[config.mk]
export PLATFORM = sky130hd
export DESIGN_NAME = dhcp_option_tlv_parser_top_flat
export DESIGN_NICKNAME = d
export VERILOG_FILES = /design/src/rtl/core/dotp_pkg.sv /design/src/rtl/core/dotp_if.sv /design/src/rtl/core/dhcp_option_tlv_parser_top.sv /design/src/rtl/core/dotp_parse.sv /design/src/rtl/core/dotp_queue.sv /design/src/flat_wrapper.sv
export SDC_FILE = /design/constraint.sdc
export NUM_CORES = 1
export LEC_CHECK = 0
export BUFFER_PORTS_ARGS = -buffer_cell sky130_fd_sc_hd__buf_2
export CORE_ASPECT_RATIO = 1.25
export CORE_MARGIN = 2
export CORE_UTILIZATION = 30
export CTS_BUF_LIST = sky130_fd_sc_hd__clkbuf_4
export DETAILED_ROUTE_END_ITERATION = 7
export PLACE_DENSITY_LB_ADDON = 0.08
export RECOVER_POWER = 25
export SYNTH_ARGS = -nofsm -noshare
export SYNTH_HDL_FRONTEND = slang
export SYNTH_SLANG_ARGS = --single-unit
[constraint.sdc]
create_clock -name clk -period 7.3 [get_ports clk]
set_clock_uncertainty 0.05 [all_clocks]
set_input_delay 0.365 -clock clk [delete_from_list [all_inputs] [get_ports clk]]
set_output_delay 0.365 -clock clk [all_outputs]
set_load 0.05 [all_outputs]
[src/rtl/core/dotp_pkg.sv]
`timescale 1ns / 1ps
// shared types and constants of the dhcp option tlv parser
package dotp_pkg;

    localparam int FIELD_BYTES_DEF = 312;
    localparam int COOKIE_BYTES    = 4;
    localparam int QUEUE_DEPTH     = 4;

    localparam logic [7:0] CODE_PAD = 8'd0;
    localparam logic [7:0] CODE_END = 8'd255;

    localparam logic [1:0] KIND_OPTION    = 2'd0;
    localparam logic [1:0] KIND_END       = 2'd1;
    localparam logic [1:0] KIND_BOGUS     = 2'd2;
    localparam logic [1:0] KIND_EXHAUSTED = 2'd3;

    typedef enum logic [1:0] {
        PH_COOKIE = 2'd0,
        PH_CODE   = 2'd1,
        PH_LEN    = 2'd2,
        PH_STOP   = 2'd3
    } phase_t;

    typedef struct packed {
        logic [1:0] kind;
        logic [7:0] code;
        logic [7:0] length;
        logic [8:0] offset;
        logic       last;
    } rec_t;

    typedef struct packed {
        logic [1:0] cnt;
        rec_t       rec0;
        rec_t       rec1;
    } push_t;

endpackage

[src/rtl/core/dotp_if.sv]
`timescale 1ns / 1ps
// handshake interfaces for option bytes and parse records
interface dotp_in_if;
    logic       valid;
    logic       ready;
    logic       first_byte;
    logic [7:0] data_byte;

    modport source (output valid, output first_byte, output data_byte, input ready);
    modport sink (input valid, input first_byte, input data_byte, output ready);
endinterface

interface dotp_out_if;
    logic       valid;
    logic       ready;
    logic [1:0] record_kind;
    logic [7:0] option_code;
    logic [7:0] option_length;
    logic [8:0] value_offset;
    logic       last_record;

    modport source (output valid, output record_kind, output option_code,
                    output option_length, output value_offset, output last_record,
                    input ready);
    modport sink (input valid, input record_kind, input option_code,
                  input option_length, input value_offset, input last_record,
                  output ready);
endinterface

[src/rtl/core/dhcp_option_tlv_parser_top.sv]
`timescale 1ns / 1ps
// top level of the dhcp option tlv parser
//
//   channel    dir  payload                                             handshake
//   opt_bytes  in   first_byte, data_byte                               valid/ready
//   records    out  record_kind, option_code, option_length,            valid/ready
//                   value_offset, last_record
//
// one byte per cycle unless stalled; records pass the input register, then the queue
// the byte ending the field can give two records, both pushed into a four-record queue
// input stalls while a byte is held and the queue has fewer than two free slots
// reset puts the parser at offset 0 in the cookie phase with an empty queue
module dhcp_option_tlv_parser_top #(
    parameter int FIELD_BYTES = dotp_pkg::FIELD_BYTES_DEF
) (
    input  logic       clk,
    input  logic       rst_n,
    dotp_in_if.sink    opt_bytes,
    dotp_out_if.source records
);
    import dotp_pkg::*;

    push_t push;
    logic  space_ok;

    dotp_parse #(
        .FIELD_BYTES (FIELD_BYTES)
    ) u_parse (
        .clk       (clk),
        .rst_n     (rst_n),
        .opt_bytes (opt_bytes),
        .space_ok  (space_ok),
        .push      (push)
    );

    dotp_queue u_queue (
        .clk      (clk),
        .rst_n    (rst_n),
        .push     (push),
        .space_ok (space_ok),
        .records  (records)
    );

endmodule

[src/rtl/core/dotp_parse.sv]
`timescale 1ns / 1ps
// input register and per-byte tlv parse step
module dotp_parse #(
    parameter int FIELD_BYTES = dotp_pkg::FIELD_BYTES_DEF
) (
    input  logic            clk,
    input  logic            rst_n,
    dotp_in_if.sink         opt_bytes,
    input  logic            space_ok,
    output dotp_pkg::push_t push
);
    import dotp_pkg::*;

    localparam int POS_W = $clog2(FIELD_BYTES + 1);
    localparam int EXT_W = POS_W + 9;
    localparam logic [POS_W-1:0] FIELD_END   = POS_W'(FIELD_BYTES);
    localparam logic [POS_W-1:0] LAST_POS    = POS_W'(FIELD_BYTES - 1);
    localparam logic [POS_W-1:0] COOKIE_LAST = POS_W'(COOKIE_BYTES - 1);
    localparam logic [EXT_W-1:0] LAST_EXT    = EXT_W'(FIELD_BYTES - 1);

    logic             in_valid_reg;
    logic             in_first_reg;
    logic [7:0]       in_byte_reg;
    logic             adv;

    logic [POS_W-1:0] pos_reg, pos_next;
    phase_t           phase_reg, phase_next;
    logic [7:0]       code_reg, code_next;
    logic [7:0]       left_reg, left_next;

    phase_t           eff_phase;
    logic [POS_W-1:0] eff_pos;
    logic [7:0]       eff_code;
    logic [7:0]       eff_left;
    logic             active;
    logic             is_last;
    logic             bogus;
    logic [EXT_W-1:0] pos_ext;
    logic [EXT_W-1:0] len_sum;
    logic [EXT_W-1:0] off_sum;

    logic             main_v;
    logic [1:0]       main_kind;
    logic             exh_v;
    rec_t             main_rec;
    rec_t             exh_rec;

    assign adv             = in_valid_reg && space_ok;
    assign opt_bytes.ready = !in_valid_reg || adv;

    always_ff @(posedge clk or negedge rst_n)
    begin
        if (!rst_n)
        begin
            in_valid_reg <= 1'b0;
        end
        else if (opt_bytes.ready)
        begin
            in_valid_reg <= opt_bytes.valid;
        end
    end

    always_ff @(posedge clk or negedge rst_n)
    begin
        if (!rst_n)
        begin
            in_first_reg <= 1'b0;
            in_byte_reg  <= 8'd0;
        end
        else if (opt_bytes.valid && opt_bytes.ready)
        begin
            in_first_reg <= opt_bytes.first_byte;
            in_byte_reg  <= opt_bytes.data_byte;
        end
    end

    // a marked first byte restarts parsing before it is taken
    assign eff_phase = in_first_reg ? PH_COOKIE : phase_reg;
    assign eff_pos   = in_first_reg ? '0 : pos_reg;
    assign eff_code  = in_first_reg ? 8'd0 : code_reg;
    assign eff_left  = in_first_reg ? 8'd0 : left_reg;

    assign active  = (eff_pos < FIELD_END) && (eff_phase != PH_STOP);
    assign is_last = (eff_pos == LAST_POS);
    assign pos_ext = {9'd0, eff_pos};
    assign len_sum = pos_ext + EXT_W'(in_byte_reg);
    assign off_sum = pos_ext + EXT_W'(1);
    assign bogus   = (len_sum > LAST_EXT);

    // next state
    always_comb
    begin
        phase_next = eff_phase;
        code_next  = eff_code;
        left_next  = eff_left;
        pos_next   = (eff_pos < FIELD_END) ? eff_pos + POS_W'(1) : eff_pos;
        if (active)
        begin
            unique case (eff_phase)
                PH_COOKIE:
                begin
                    if (eff_pos >= COOKIE_LAST)
                    begin
                        phase_next = PH_CODE;
                    end
                end
                PH_CODE:
                begin
                    priority if (eff_left != 8'd0)
                    begin
                        left_next = eff_left - 8'd1;
                    end
                    else if (in_byte_reg == CODE_PAD)
                    begin
                        phase_next = PH_CODE;
                    end
                    else if (in_byte_reg == CODE_END)
                    begin
                        phase_next = PH_STOP;
                    end
                    else
                    begin
                        code_next  = in_byte_reg;
                        phase_next = PH_LEN;
                    end
                end
                PH_LEN:
                begin
                    if (bogus)
                    begin
                        phase_next = PH_STOP;
                    end
                    else
                    begin
                        left_next  = in_byte_reg;
                        phase_next = PH_CODE;
                    end
                end
                PH_STOP:
                begin
                    phase_next = PH_STOP;
                end
            endcase
            if (is_last)
            begin
                phase_next = PH_STOP;
            end
        end
    end

    // records of this byte
    always_comb
    begin
        main_v    = 1'b0;
        main_kind = KIND_OPTION;
        if (active)
        begin
            unique case (eff_phase)
                PH_CODE:
                begin
                    if (eff_left == 8'd0 && in_byte_reg == CODE_END)
                    begin
                        main_v    = 1'b1;
                        main_kind = KIND_END;
                    end
                end
                PH_LEN:
                begin
                    main_v    = 1'b1;
                    main_kind = bogus ? KIND_BOGUS : KIND_OPTION;
                end
                PH_COOKIE, PH_STOP:
                begin
                    main_v = 1'b0;
                end
            endcase
        end
        exh_v = active && is_last && !(main_v && main_kind != KIND_OPTION);

        main_rec.kind   = main_kind;
        main_rec.code   = (main_kind == KIND_OPTION) ? eff_code : 8'd0;
        main_rec.length = (main_kind == KIND_OPTION) ? in_byte_reg : 8'd0;
        main_rec.offset = (main_kind == KIND_OPTION) ? off_sum[8:0] : 9'd0;
        main_rec.last   = !exh_v;

        exh_rec.kind    = KIND_EXHAUSTED;
        exh_rec.code    = 8'd0;
        exh_rec.length  = 8'd0;
        exh_rec.offset  = 9'd0;
        exh_rec.last    = 1'b1;

        push.cnt  = adv ? ({1'b0, main_v} + {1'b0, exh_v}) : 2'd0;
        push.rec0 = main_v ? main_rec : exh_rec;
        push.rec1 = exh_rec;
    end

    always_ff @(posedge clk or negedge rst_n)
    begin
        if (!rst_n)
        begin
            pos_reg   <= '0;
            phase_reg <= PH_COOKIE;
            code_reg  <= 8'd0;
            left_reg  <= 8'd0;
        end
        else if (adv)
        begin
            pos_reg   <= pos_next;
            phase_reg <= phase_next;
            code_reg  <= code_next;
            left_reg  <= left_next;
        end
    end

`ifndef SYNTHESIS
    a_stop_silent: assert property (@(posedge clk) disable iff (!rst_n)
        (adv && !in_first_reg && phase_reg == PH_STOP) |-> (push.cnt == 2'd0))
        else $error("stopped parser produced a record");

    a_two_ends_exhausted: assert property (@(posedge clk) disable iff (!rst_n)
        (push.cnt == 2'd2) |-> (push.rec0.kind == KIND_OPTION && push.rec0.last == 1'b0
                                && push.rec1.kind == KIND_EXHAUSTED))
        else $error("second record of a byte is not field exhausted");

    a_pos_saturates: assert property (@(posedge clk) disable iff (!rst_n)
        1'b1 |=> (pos_reg <= FIELD_END))
        else $error("byte position ran past the field");
`endif

endmodule

[src/rtl/core/dotp_queue.sv]
`timescale 1ns / 1ps
// small record queue taking up to two records per cycle
module dotp_queue (
    input  logic            clk,
    input  logic            rst_n,
    input  dotp_pkg::push_t push,
    output logic            space_ok,
    dotp_out_if.source      records
);
    import dotp_pkg::*;

    localparam int PTR_W = $clog2(QUEUE_DEPTH);
    localparam int CNT_W = $clog2(QUEUE_DEPTH + 1);
    localparam logic [CNT_W-1:0] ROOM_LIMIT = CNT_W'(QUEUE_DEPTH - 2);
    localparam logic [CNT_W-1:0] FULL_CNT   = CNT_W'(QUEUE_DEPTH);

    rec_t             mem [QUEUE_DEPTH];
    logic [PTR_W-1:0] wr_ptr_reg, wr_ptr_next;
    logic [PTR_W-1:0] rd_ptr_reg, rd_ptr_next;
    logic [CNT_W-1:0] cnt_reg, cnt_next;
    logic             pop;
    rec_t             head;

    assign space_ok = (cnt_reg <= ROOM_LIMIT);
    assign pop      = records.valid && records.ready;

    assign wr_ptr_next = wr_ptr_reg + PTR_W'(push.cnt);
    assign rd_ptr_next = rd_ptr_reg + PTR_W'(pop);
    assign cnt_next    = cnt_reg + CNT_W'(push.cnt) - CNT_W'(pop);

    always_ff @(posedge clk)
    begin
        if (push.cnt != 2'd0)
        begin
            mem[wr_ptr_reg] <= push.rec0;
        end
        if (push.cnt == 2'd2)
        begin
            mem[wr_ptr_reg + PTR_W'(1)] <= push.rec1;
        end
    end

    always_ff @(posedge clk or negedge rst_n)
    begin
        if (!rst_n)
        begin
            wr_ptr_reg <= '0;
            rd_ptr_reg <= '0;
            cnt_reg    <= '0;
        end
        else
        begin
            wr_ptr_reg <= wr_ptr_next;
            rd_ptr_reg <= rd_ptr_next;
            cnt_reg    <= cnt_next;
        end
    end

    assign head                  = mem[rd_ptr_reg];
    assign records.valid         = (cnt_reg != '0);
    assign records.record_kind   = head.kind;
    assign records.option_code   = head.code;
    assign records.option_length = head.length;
    assign records.value_offset  = head.offset;
    assign records.last_record   = head.last;

`ifndef SYNTHESIS
    a_no_overflow: assert property (@(posedge clk) disable iff (!rst_n)
        (push.cnt != 2'd0) |-> (space_ok && cnt_reg <= FULL_CNT - CNT_W'(push.cnt)))
        else $error("record queue overflow");

    a_count_bound: assert property (@(posedge clk) disable iff (!rst_n)
        1'b1 |=> (cnt_reg <= FULL_CNT))
        else $error("record queue count out of range");
`endif

endmodule
[src/flat_wrapper.sv]
// flat-port wrapper written by rule: the top's interface ports become plain ports
module dhcp_option_tlv_parser_top_flat import dotp_pkg::*;
#(
    parameter int FIELD_BYTES = dotp_pkg::FIELD_BYTES_DEF
)
  (clk, rst_n, opt_bytes_valid, opt_bytes_first_byte, opt_bytes_data_byte, opt_bytes_ready, records_valid, records_record_kind, records_option_code, records_option_length, records_value_offset, records_last_record, records_ready);
  dotp_in_if opt_bytes_i ();
  dotp_out_if records_i ();
  input  logic clk;
  input  logic rst_n;
  input wire logic [$bits(opt_bytes_i.valid)-1:0] opt_bytes_valid;
  input wire logic [$bits(opt_bytes_i.first_byte)-1:0] opt_bytes_first_byte;
  input wire logic [$bits(opt_bytes_i.data_byte)-1:0] opt_bytes_data_byte;
  output wire logic [$bits(opt_bytes_i.ready)-1:0] opt_bytes_ready;
  output wire logic [$bits(records_i.valid)-1:0] records_valid;
  output wire logic [$bits(records_i.record_kind)-1:0] records_record_kind;
  output wire logic [$bits(records_i.option_code)-1:0] records_option_code;
  output wire logic [$bits(records_i.option_length)-1:0] records_option_length;
  output wire logic [$bits(records_i.value_offset)-1:0] records_value_offset;
  output wire logic [$bits(records_i.last_record)-1:0] records_last_record;
  input wire logic [$bits(records_i.ready)-1:0] records_ready;
  assign opt_bytes_i.valid = opt_bytes_valid;
  assign opt_bytes_i.first_byte = opt_bytes_first_byte;
  assign opt_bytes_i.data_byte = opt_bytes_data_byte;
  assign opt_bytes_ready = opt_bytes_i.ready;
  assign records_valid = records_i.valid;
  assign records_record_kind = records_i.record_kind;
  assign records_option_code = records_i.option_code;
  assign records_option_length = records_i.option_length;
  assign records_value_offset = records_i.value_offset;
  assign records_last_record = records_i.last_record;
  assign records_i.ready = records_ready;
  dhcp_option_tlv_parser_top #(.FIELD_BYTES(FIELD_BYTES)) u_core (.clk(clk), .rst_n(rst_n), .opt_bytes(opt_bytes_i), .records(records_i));
endmodule
==> run_results.csv, run 1 <==
group,metric,value,unit
drt,initialDrtViolationCount,304,
power_and_ir_drop,vdd_ir_drop_max,171,uV
power_and_ir_drop,switchingPower,1.24,mW
min_path,hold_path_class,"input pin to flop",
floorplan,rows,65,
floorplan,core,25300,um^2
synth,synth_top_family_by_area,"compound AO/OA/AOI/OAI gates",
critical_path,startpoint_type,"flop",
clock_network,root_buffer,"clkbuf_4",
synth,synth-xor-area-share,2.04,%
final_layout,fill_cells,2567,
timing,max_freq,0.171,GHz
power_and_ir_drop,powerDensity,333,nW/um^2
clock_network,htree_levels,4,
synth,synth_area,7730,um^2
floorplan,start_util,30.5,%
floorplan,ios,43,
power_and_ir_drop,p_total,2.85,mW
critical_path,worstSetupPathType,"flop to flop",
final_layout,areaGrowthSynthToFinish,10.7,%
synth,synth_cell_type_count,77,
clock_network,cts_max_path_buffers,2,
floorplan,fp.dieArea,27100,um^2
drt,vias_per_cell,5.27,
synth,ys.flop_type,"dfxtp_1",
synth,synthMuxAreaShare,11.0,%
critical_path,path_buf_inv,0,
grt,grt_pass1_vias,6162,
timing,whs,0.120,ns
critical_path,worstPathRequired,7.74,ns
final_layout,finalNetCount,834,
status,status,"finished, violations left",
floorplan,die_h,183,um
drt,wire_per_inst,19.7,um
timing,relSlewSlack,-79.0,%
synth,syn-num-nets,813,
synth,yosysTopAreaCell,"dfxtp_1",
timing,min_period_over_period,80.3,%
synth,synthTopCellsByArea,"dfxtp_1, dfrtp_1, mux4_2",
clock_network,clkTransAtPathRegs,0.13,ns
placement,place_worst_setup_slack,1.43,ns
power_and_ir_drop,pwr-share-comb,38.4,%
placement,io_buffers,42,
synth,synthSimpleGateAreaFrac,13.7,%
synth,synth_top_cell_area_share,29.0,%
timing,setup_tns,0,ns
critical_path,cp_common_cell,"ha_1",
synth,synthArstFlopShare,28.2,%
grt,overflow,0,
timing,maxSlewViolCount,75,
clock_network,clk_latency,0.58,ns
critical_path,cp_cell_sequence,"nor2b_1, ha_1, ha_1, nand3_1, a22o_1, or3_1, a221oi_2, a2111oi_1, or4_4, o21ai_0, a21oi_1, ha_1, nor2_1, nor4_1, o211ai_4, o21ai_0",
synth,seq_area_frac_synth,43.3,%
run,maxCapViolations,2,
power_and_ir_drop,switching_share,43.7,%
critical_path,crit_family,"simple AND/OR/NAND/NOR gates",
synth,synth-edff-count,0,
placement,hpwlAfterDp,15500,um
placement,gp_congestion,0.839,
drt,ant_nets,0,
grt,grt_max_degree,45,
grt,grt_pass1_wl,36100,um
floorplan,die_x,148,um
timing,setup_viol_count_final,0,
power_and_ir_drop,clockPowerShare,19.7,%
drt,drt-total-wl,22800,um
synth,synth_seq_cells,156,
clock_network,cts_made_buffers,17,
critical_path,crit_path_max_incr_delay,0.90,ns
grt,grt_use_total,17.3,%
clock_network,cts_sinks,156,
drt,vias,6080,
synth,synth_cells,783,
critical_path,worstPathArrival,6.30,ns
timing,fin_crit,5.86,ns
status,violations,"max-capacitance violations, max-slew violations",
drt,drtPass1Iterations,6,
timing,worst_slack,1.44,ns
power_and_ir_drop,leakage,3.21,nW
critical_path,rrSetupSlack,1.44,ns
final_layout,fin_cells,1153,
timing,hold_viol_final,0,
final_layout,largest_reg_flops,112,
critical_path,path_max_fanout,15,
grt,antenna_found_initial,1,
synth,synth_fa_ha_area_share,2.85,%
power_and_ir_drop,seq_power_share,41.9,%
final_layout,layout-drive-gt1-share,17.8,%
synth,syn_area_per_cell,9.87,um^2
drt,drcViolationCount,0,
critical_path,worst_setup_path_end_kind,"flop",
clock_network,cts_tree,"built",
placement,dp.cells,1109,
synth,ys_warn_count,0,
critical_path,slowest_stage,"nor4_1",
timing,rsz0062_at_grt,"no",
timing,worst_pin_slew,2.69,ns
power_and_ir_drop,intPower,1.60,mW
synth,synth_compound_area_share,22.8,%
==> final timing paths <==
| kind | start | cells past startpoint | to |
|---|---|---|---|
| setup / recovery | u_core.u_parse.pos_reg[0]$_DFFE_PN0P_ | 16 | u_core.u_queue.mem[0][7]$_SDFFE_PP0P_ |
| hold / removal | records_ready | 3 | u_core.u_queue.rd_ptr_reg[0]$_DFF_PN0_ |
| setup reg to reg | u_core.u_parse.pos_reg[0]$_DFFE_PN0P_ | 16 | u_core.u_queue.mem[0][7]$_SDFFE_PP0P_ |
| hold reg to reg | u_core.u_queue.mem[2][25]$_SDFFE_PP0P_ | 2 | u_core.u_queue.mem[2][25]$_SDFFE_PP0P_ |
| max in group asynchronous | rst_n | 3 | u_core.u_parse.in_first_reg$_DFFE_PN0P_ |
| min in group asynchronous | rst_n | 3 | u_core.u_parse.left_reg[3]$_DFFE_PN0P_ |
==> stage by stage <==
step           instance area, um^2  util (%)
5_1_grt                       8550      33.8
3_5_place_dp                  8150      32.2
4_1_cts                       8550      33.8
2_1_floorplan                 7730         -
3_3_place_gp                  8150      32.2
6_report                      8550      33.8
==> power groups by stage <==
stage / Clock [mW] / Combinational (mW) / Sequential, mW
2_1_floorplan: 0 / 0.970 / 1.03
3_3_place_gp: 0 / 1.07 / 1.22
3_5_place_dp: 0 / 1.09 / 1.23
4_1_cts: 0.590 / 1.10 / 1.21
5_1_grt: 0.618 / 1.21 / 1.22
6_report: 0.562 / 1.09 / 1.19
==> cell usage in the layout (no fill, tap or decap), types with 4 or more instances in the layout <==
master / instances
nand2_1: 123
a22o_1: 49
o21ai_0: 53
buf_4: 5
nand3_1: 12
nand4_1: 4
mux2_2: 12
mux4_2: 28
nand2b_1: 8
nor3b_1: 4
nor2b_1: 15
clkbuf_4: 19
o21ai_2: 7
inv_1: 13
and2_1: 4
ha_1: 16
buf_2: 41
a31oi_1: 6
nor2_1: 25
or3_1: 5
nor3_1: 9
o211ai_1: 8
a21oi_1: 25
o21a_1: 6
o221ai_1: 5
and3_1: 4
a211oi_4: 4
dfxtp_1: 112
xnor2_1: 10
xor2_1: 8
mux2i_1: 7
dlygate4sd3_1: 11
dfrtp_1: 44
o21ai_1: 35
==> cell families (layout without fill, tap and decap cells) <==
group,count (synthesis),after routing
fa+ha+maj,17,17
mux,48,48
other cells,0,2
simple gates,229,229
flops,156,156
compound gates,244,244
xor+xnor,18,18
buf+inv,71,104
==> what timing repair did <==
item / in CTS / in global routing
endpoints found under the hold margin: 54 / 0
hold buffers: 11 / 0
setup buffers: 0 / 0
resized for setup: 0 / 0
==> area by class of cell <==
type                            count  area (um^2)  share of cell area [%]
Tap cell                          335          419                    4.90
Timing Repair Buffer               59          360                    4.21
Inverter                           14         52.6                   0.615
Clock buffer                       19          143                    1.67
Multi-Input combinational cell    556         4080                    47.7
Antenna cell                        2         5.00                  0.0585
Clock inverter                     12          146                    1.71
Sequential cell                   156         3340                    39.1
==> worst register-to-register path, cell delays in order, from the launching register on <==
cell and delay, ns:
dfrtp_1 0.40, nor2b_1 0.41, ha_1 0.34, ha_1 0.21, nand3_1 0.08, a22o_1 0.25
or3_1 0.37, a221oi_2 0.34, a2111oi_1 0.12, or4_4 0.61, o21ai_0 0.18, a21oi_1 0.09
ha_1 0.48, nor2_1 0.15, nor4_1 0.90, o211ai_4 0.48, o21ai_0 0.33
==> routing by layer <==
metal | vias to the layer above | track usage [%] | share of wire, %
li1 | 2915 | - | -
met1 | 3024 | 21.5 | 45
met2 | 120 | 29.9 | 50
met3 | 21 | 3.37 | 3.0
met4 | 0 | 6.42 | 2.2
met5 | - | 0 | 0
==> cell usage after synthesis, types with 15 or more instances <==
library cell / number
dfrtp_1: 44
clkbuf_1: 37
nor2_1: 26
ha_1: 16
o21ai_0: 53
o21ai_1: 36
a22o_1: 49
dfxtp_1: 112
a21oi_1: 25
nand2_1: 123
mux4_2: 28
nor2b_1: 15
Note: power is estimated with default switching activity, not from simulation.
==> inputs of run 2 (changes only) <==
==> constraint.sdc (replaced) <==
create_clock -name clk -period 5 [get_ports clk]
set_clock_uncertainty 0.05 [all_clocks]
set_input_delay 0.25 -clock clk [delete_from_list [all_inputs] [get_ports clk]]
set_output_delay 0.25 -clock clk [all_outputs]
set_load 0.05 [all_outputs]
==> run 2 against run 1 <==
Net effect: the run still ends with max-capacitance violations, max-slew violations left; clock power rose by 38%; flip-flop and latch count unchanged; register-to-register slack worse by 1.2 ns; largest power group is now combinational cells.
==> run_results.csv, run 2 (same netlist as run 1, synthesis figures left out) <==
group,metric,value,unit
grt,grt_pass1_vias,6567,
status,violations,"max-capacitance violations, max-slew violations",
final_layout,final_common_cell,"nand2_1",
critical_path,r2r_cells,21,
timing,worst_pin_slew,2.59,ns
timing,worst_slack,0.205,ns
critical_path,slowest_stage,"or4_4",
clock_network,clk_latency,0.58,ns
power_and_ir_drop,switching_share,43.7,%
floorplan,rows,65,
critical_path,startpoint_type,"flop",
placement,hpwlAfterDp,16100,um
drt,drtPass1Iterations,5,
timing,min_period_over_period,95.9,%
critical_path,worstPathRequired,5.47,ns
power_and_ir_drop,intPower,2.42,mW
placement,place_worst_setup_slack,0.0681,ns
grt,overflow,0,
critical_path,cp_cell_sequence,"nor2b_4, xor2_1, ha_2, nand3_1, a22o_1, or3_4, a221oi_4, a2111oi_4, or4_4, o21ai_2, a21oi_2, ha_1, and3_4, inv_1, ha_1, inv_1, ha_1, inv_1, fa_2, xor2_1, xnor2_1",
placement,io_buffers,42,
final_layout,largest_reg_flops,112,
run,maxCapViolations,1,
clock_network,htree_levels,4,
power_and_ir_drop,powerDensity,484,nW/um^2
power_and_ir_drop,pwr-share-comb,44.9,%
grt,grt_pass1_wl,36900,um
timing,setup_viol_count_final,0,
floorplan,die_x,148,um
drt,drt-total-wl,23400,um
drt,vias_per_cell,5.31,
critical_path,path_buf_inv,3,
critical_path,crit_path_max_incr_delay,0.55,ns
timing,fin_crit,4.80,ns
min_path,hold_path_class,"input pin to flop",
timing,hold_viol_final,0,
power_and_ir_drop,clockPowerShare,17.9,%
power_and_ir_drop,seq_power_share,37.1,%
clock_network,clkTransAtPathRegs,0.14,ns
power_and_ir_drop,vdd_ir_drop_max,380,uV
power_and_ir_drop,leakage,3.40,nW
grt,grt_use_total,17.7,%
floorplan,ios,43,
clock_network,cts_tree,"built",
floorplan,die_h,183,um
drt,ant_nets,0,
clock_network,root_buffer,"clkbuf_4",
min_path,min_path_cells,3,
critical_path,path_max_fanout,6,
drt,wire_per_inst,19.7,um
floorplan,core,25300,um^2
final_layout,layout-drive-gt1-share,23.1,%
grt,antenna_found_initial,1,
floorplan,start_util,30.5,%
placement,gp_congestion,0.849,
final_layout,final_cell_area,8890,um^2
final_layout,areaGrowthSynthToFinish,15.0,%
grt,grt_max_degree,45,
critical_path,crit_family,"simple AND/OR/NAND/NOR gates",
clock_network,cts_sinks,156,
timing,maxSlewViolCount,45,
clock_network,cts_made_buffers,17,
drt,drcViolationCount,0,
drt,initialDrtViolationCount,353,
placement,postPlaceCellArea,8400,um^2
drt,vias,6306,
critical_path,worstSetupPathType,"flop to flop",
critical_path,worst-path-stages,21,
critical_path,worst_setup_path_end_kind,"flop",
clock_network,cts_max_path_buffers,2,
timing,setup_tns,0,ns
critical_path,worstPathArrival,5.26,ns
timing,max_freq,0.209,GHz
final_layout,finalNetCount,868,
floorplan,fp.dieArea,27100,um^2
power_and_ir_drop,switchingPower,1.88,mW
timing,relSlewSlack,-72.6,%
status,status,"finished, violations left",
final_layout,final_cell_mix,"nand2_1, dfxtp_1, o21ai_0",
-- run 2: stage by stage --
step / hold slack [ns] / utilization (%) / total power [mW] / std cells
2_1_floorplan: -0.0956 / - / 2.95 / 783
3_3_place_gp: 0.338 / 33.2 / 3.47 / 1139
3_5_place_dp: 0.346 / 33.2 / 3.50 / 1139
4_1_cts: 0.203 / 34.8 / 4.30 / 1183
5_1_grt: 0.290 / 35.1 / 4.59 / 1187
6_report: 0.340 / 35.1 / 4.30 / 1187
-- run 2: what timing repair did --
action / in CTS / in global routing
resized for setup: 0 / 15
endpoints found under the setup margin: 0 / 104
hold buffers: 12 / 0
endpoints found under the hold margin: 55 / 0
buffers inserted: 0 / 3
-- run 2: final timing paths --
kind / from / endpoint / slack [ns]
setup reg to reg: u_core.u_parse.in_first_reg$_DFFE_PN0P_ / u_core.u_queue.cnt_reg[2]$_DFF_PN0_ / 0.20
hold / removal: opt_bytes_valid / u_core.u_parse.in_valid_reg$_DFFE_PN0N_ / 0.34
hold reg to reg: u_core.u_queue.mem[2][24]$_SDFFE_PP0P_ / u_core.u_queue.mem[2][24]$_SDFFE_PP0P_ / 0.40
setup / recovery: u_core.u_parse.in_first_reg$_DFFE_PN0P_ / u_core.u_queue.cnt_reg[2]$_DFF_PN0_ / 0.20
min in group asynchronous: rst_n / u_core.u_parse.left_reg[6]$_DFFE_PN0P_ / 1.04
max in group asynchronous: rst_n / u_core.u_parse.in_first_reg$_DFFE_PN0P_ / 2.19
-- run 2: metal layers --
metal	global-route usage (%)	up-vias	part of all wire, %
met1	22.4	3124	44
met5	0	-	0
met3	3.28	35	3.5
met4	6.65	0	2.5
li1	-	2988	-
met2	30.1	159	50
-- run 2: layout make-up --
class,instances,area (um^2)
Antenna cell,1,2.50
Timing Repair Buffer,93,638
Sequential cell,156,3350
Multi-Input combinational cell,556,4160
Fill cell,2536,16400
Inverter,14,52.6
Clock buffer,20,150
Clock inverter,12,120
Tap cell,335,419
-- run 2: power by group through the flow --
stage / combinational, mW / sequential, mW / clock (mW)
2_1_floorplan: 1.46 / 1.50 / 0
3_3_place_gp: 1.86 / 1.62 / 0
3_5_place_dp: 1.88 / 1.62 / 0
4_1_cts: 1.89 / 1.59 / 0.808
5_1_grt: 2.12 / 1.62 / 0.853
6_report: 1.93 / 1.60 / 0.773
-- run 2: worst reg2reg max path: cells and delay by family, from the launching register on --
family / cells / cell delay, ns
AO/OA/AOI/OAI: 5 / 0.93
XOR/XNOR: 3 / 0.49
adder cells (fa/ha/maj): 5 / 1.28
flip-flops: 1 / 0.49
buffers and inverters: 3 / 0.15
AND/OR/NAND/NOR: 5 / 1.34
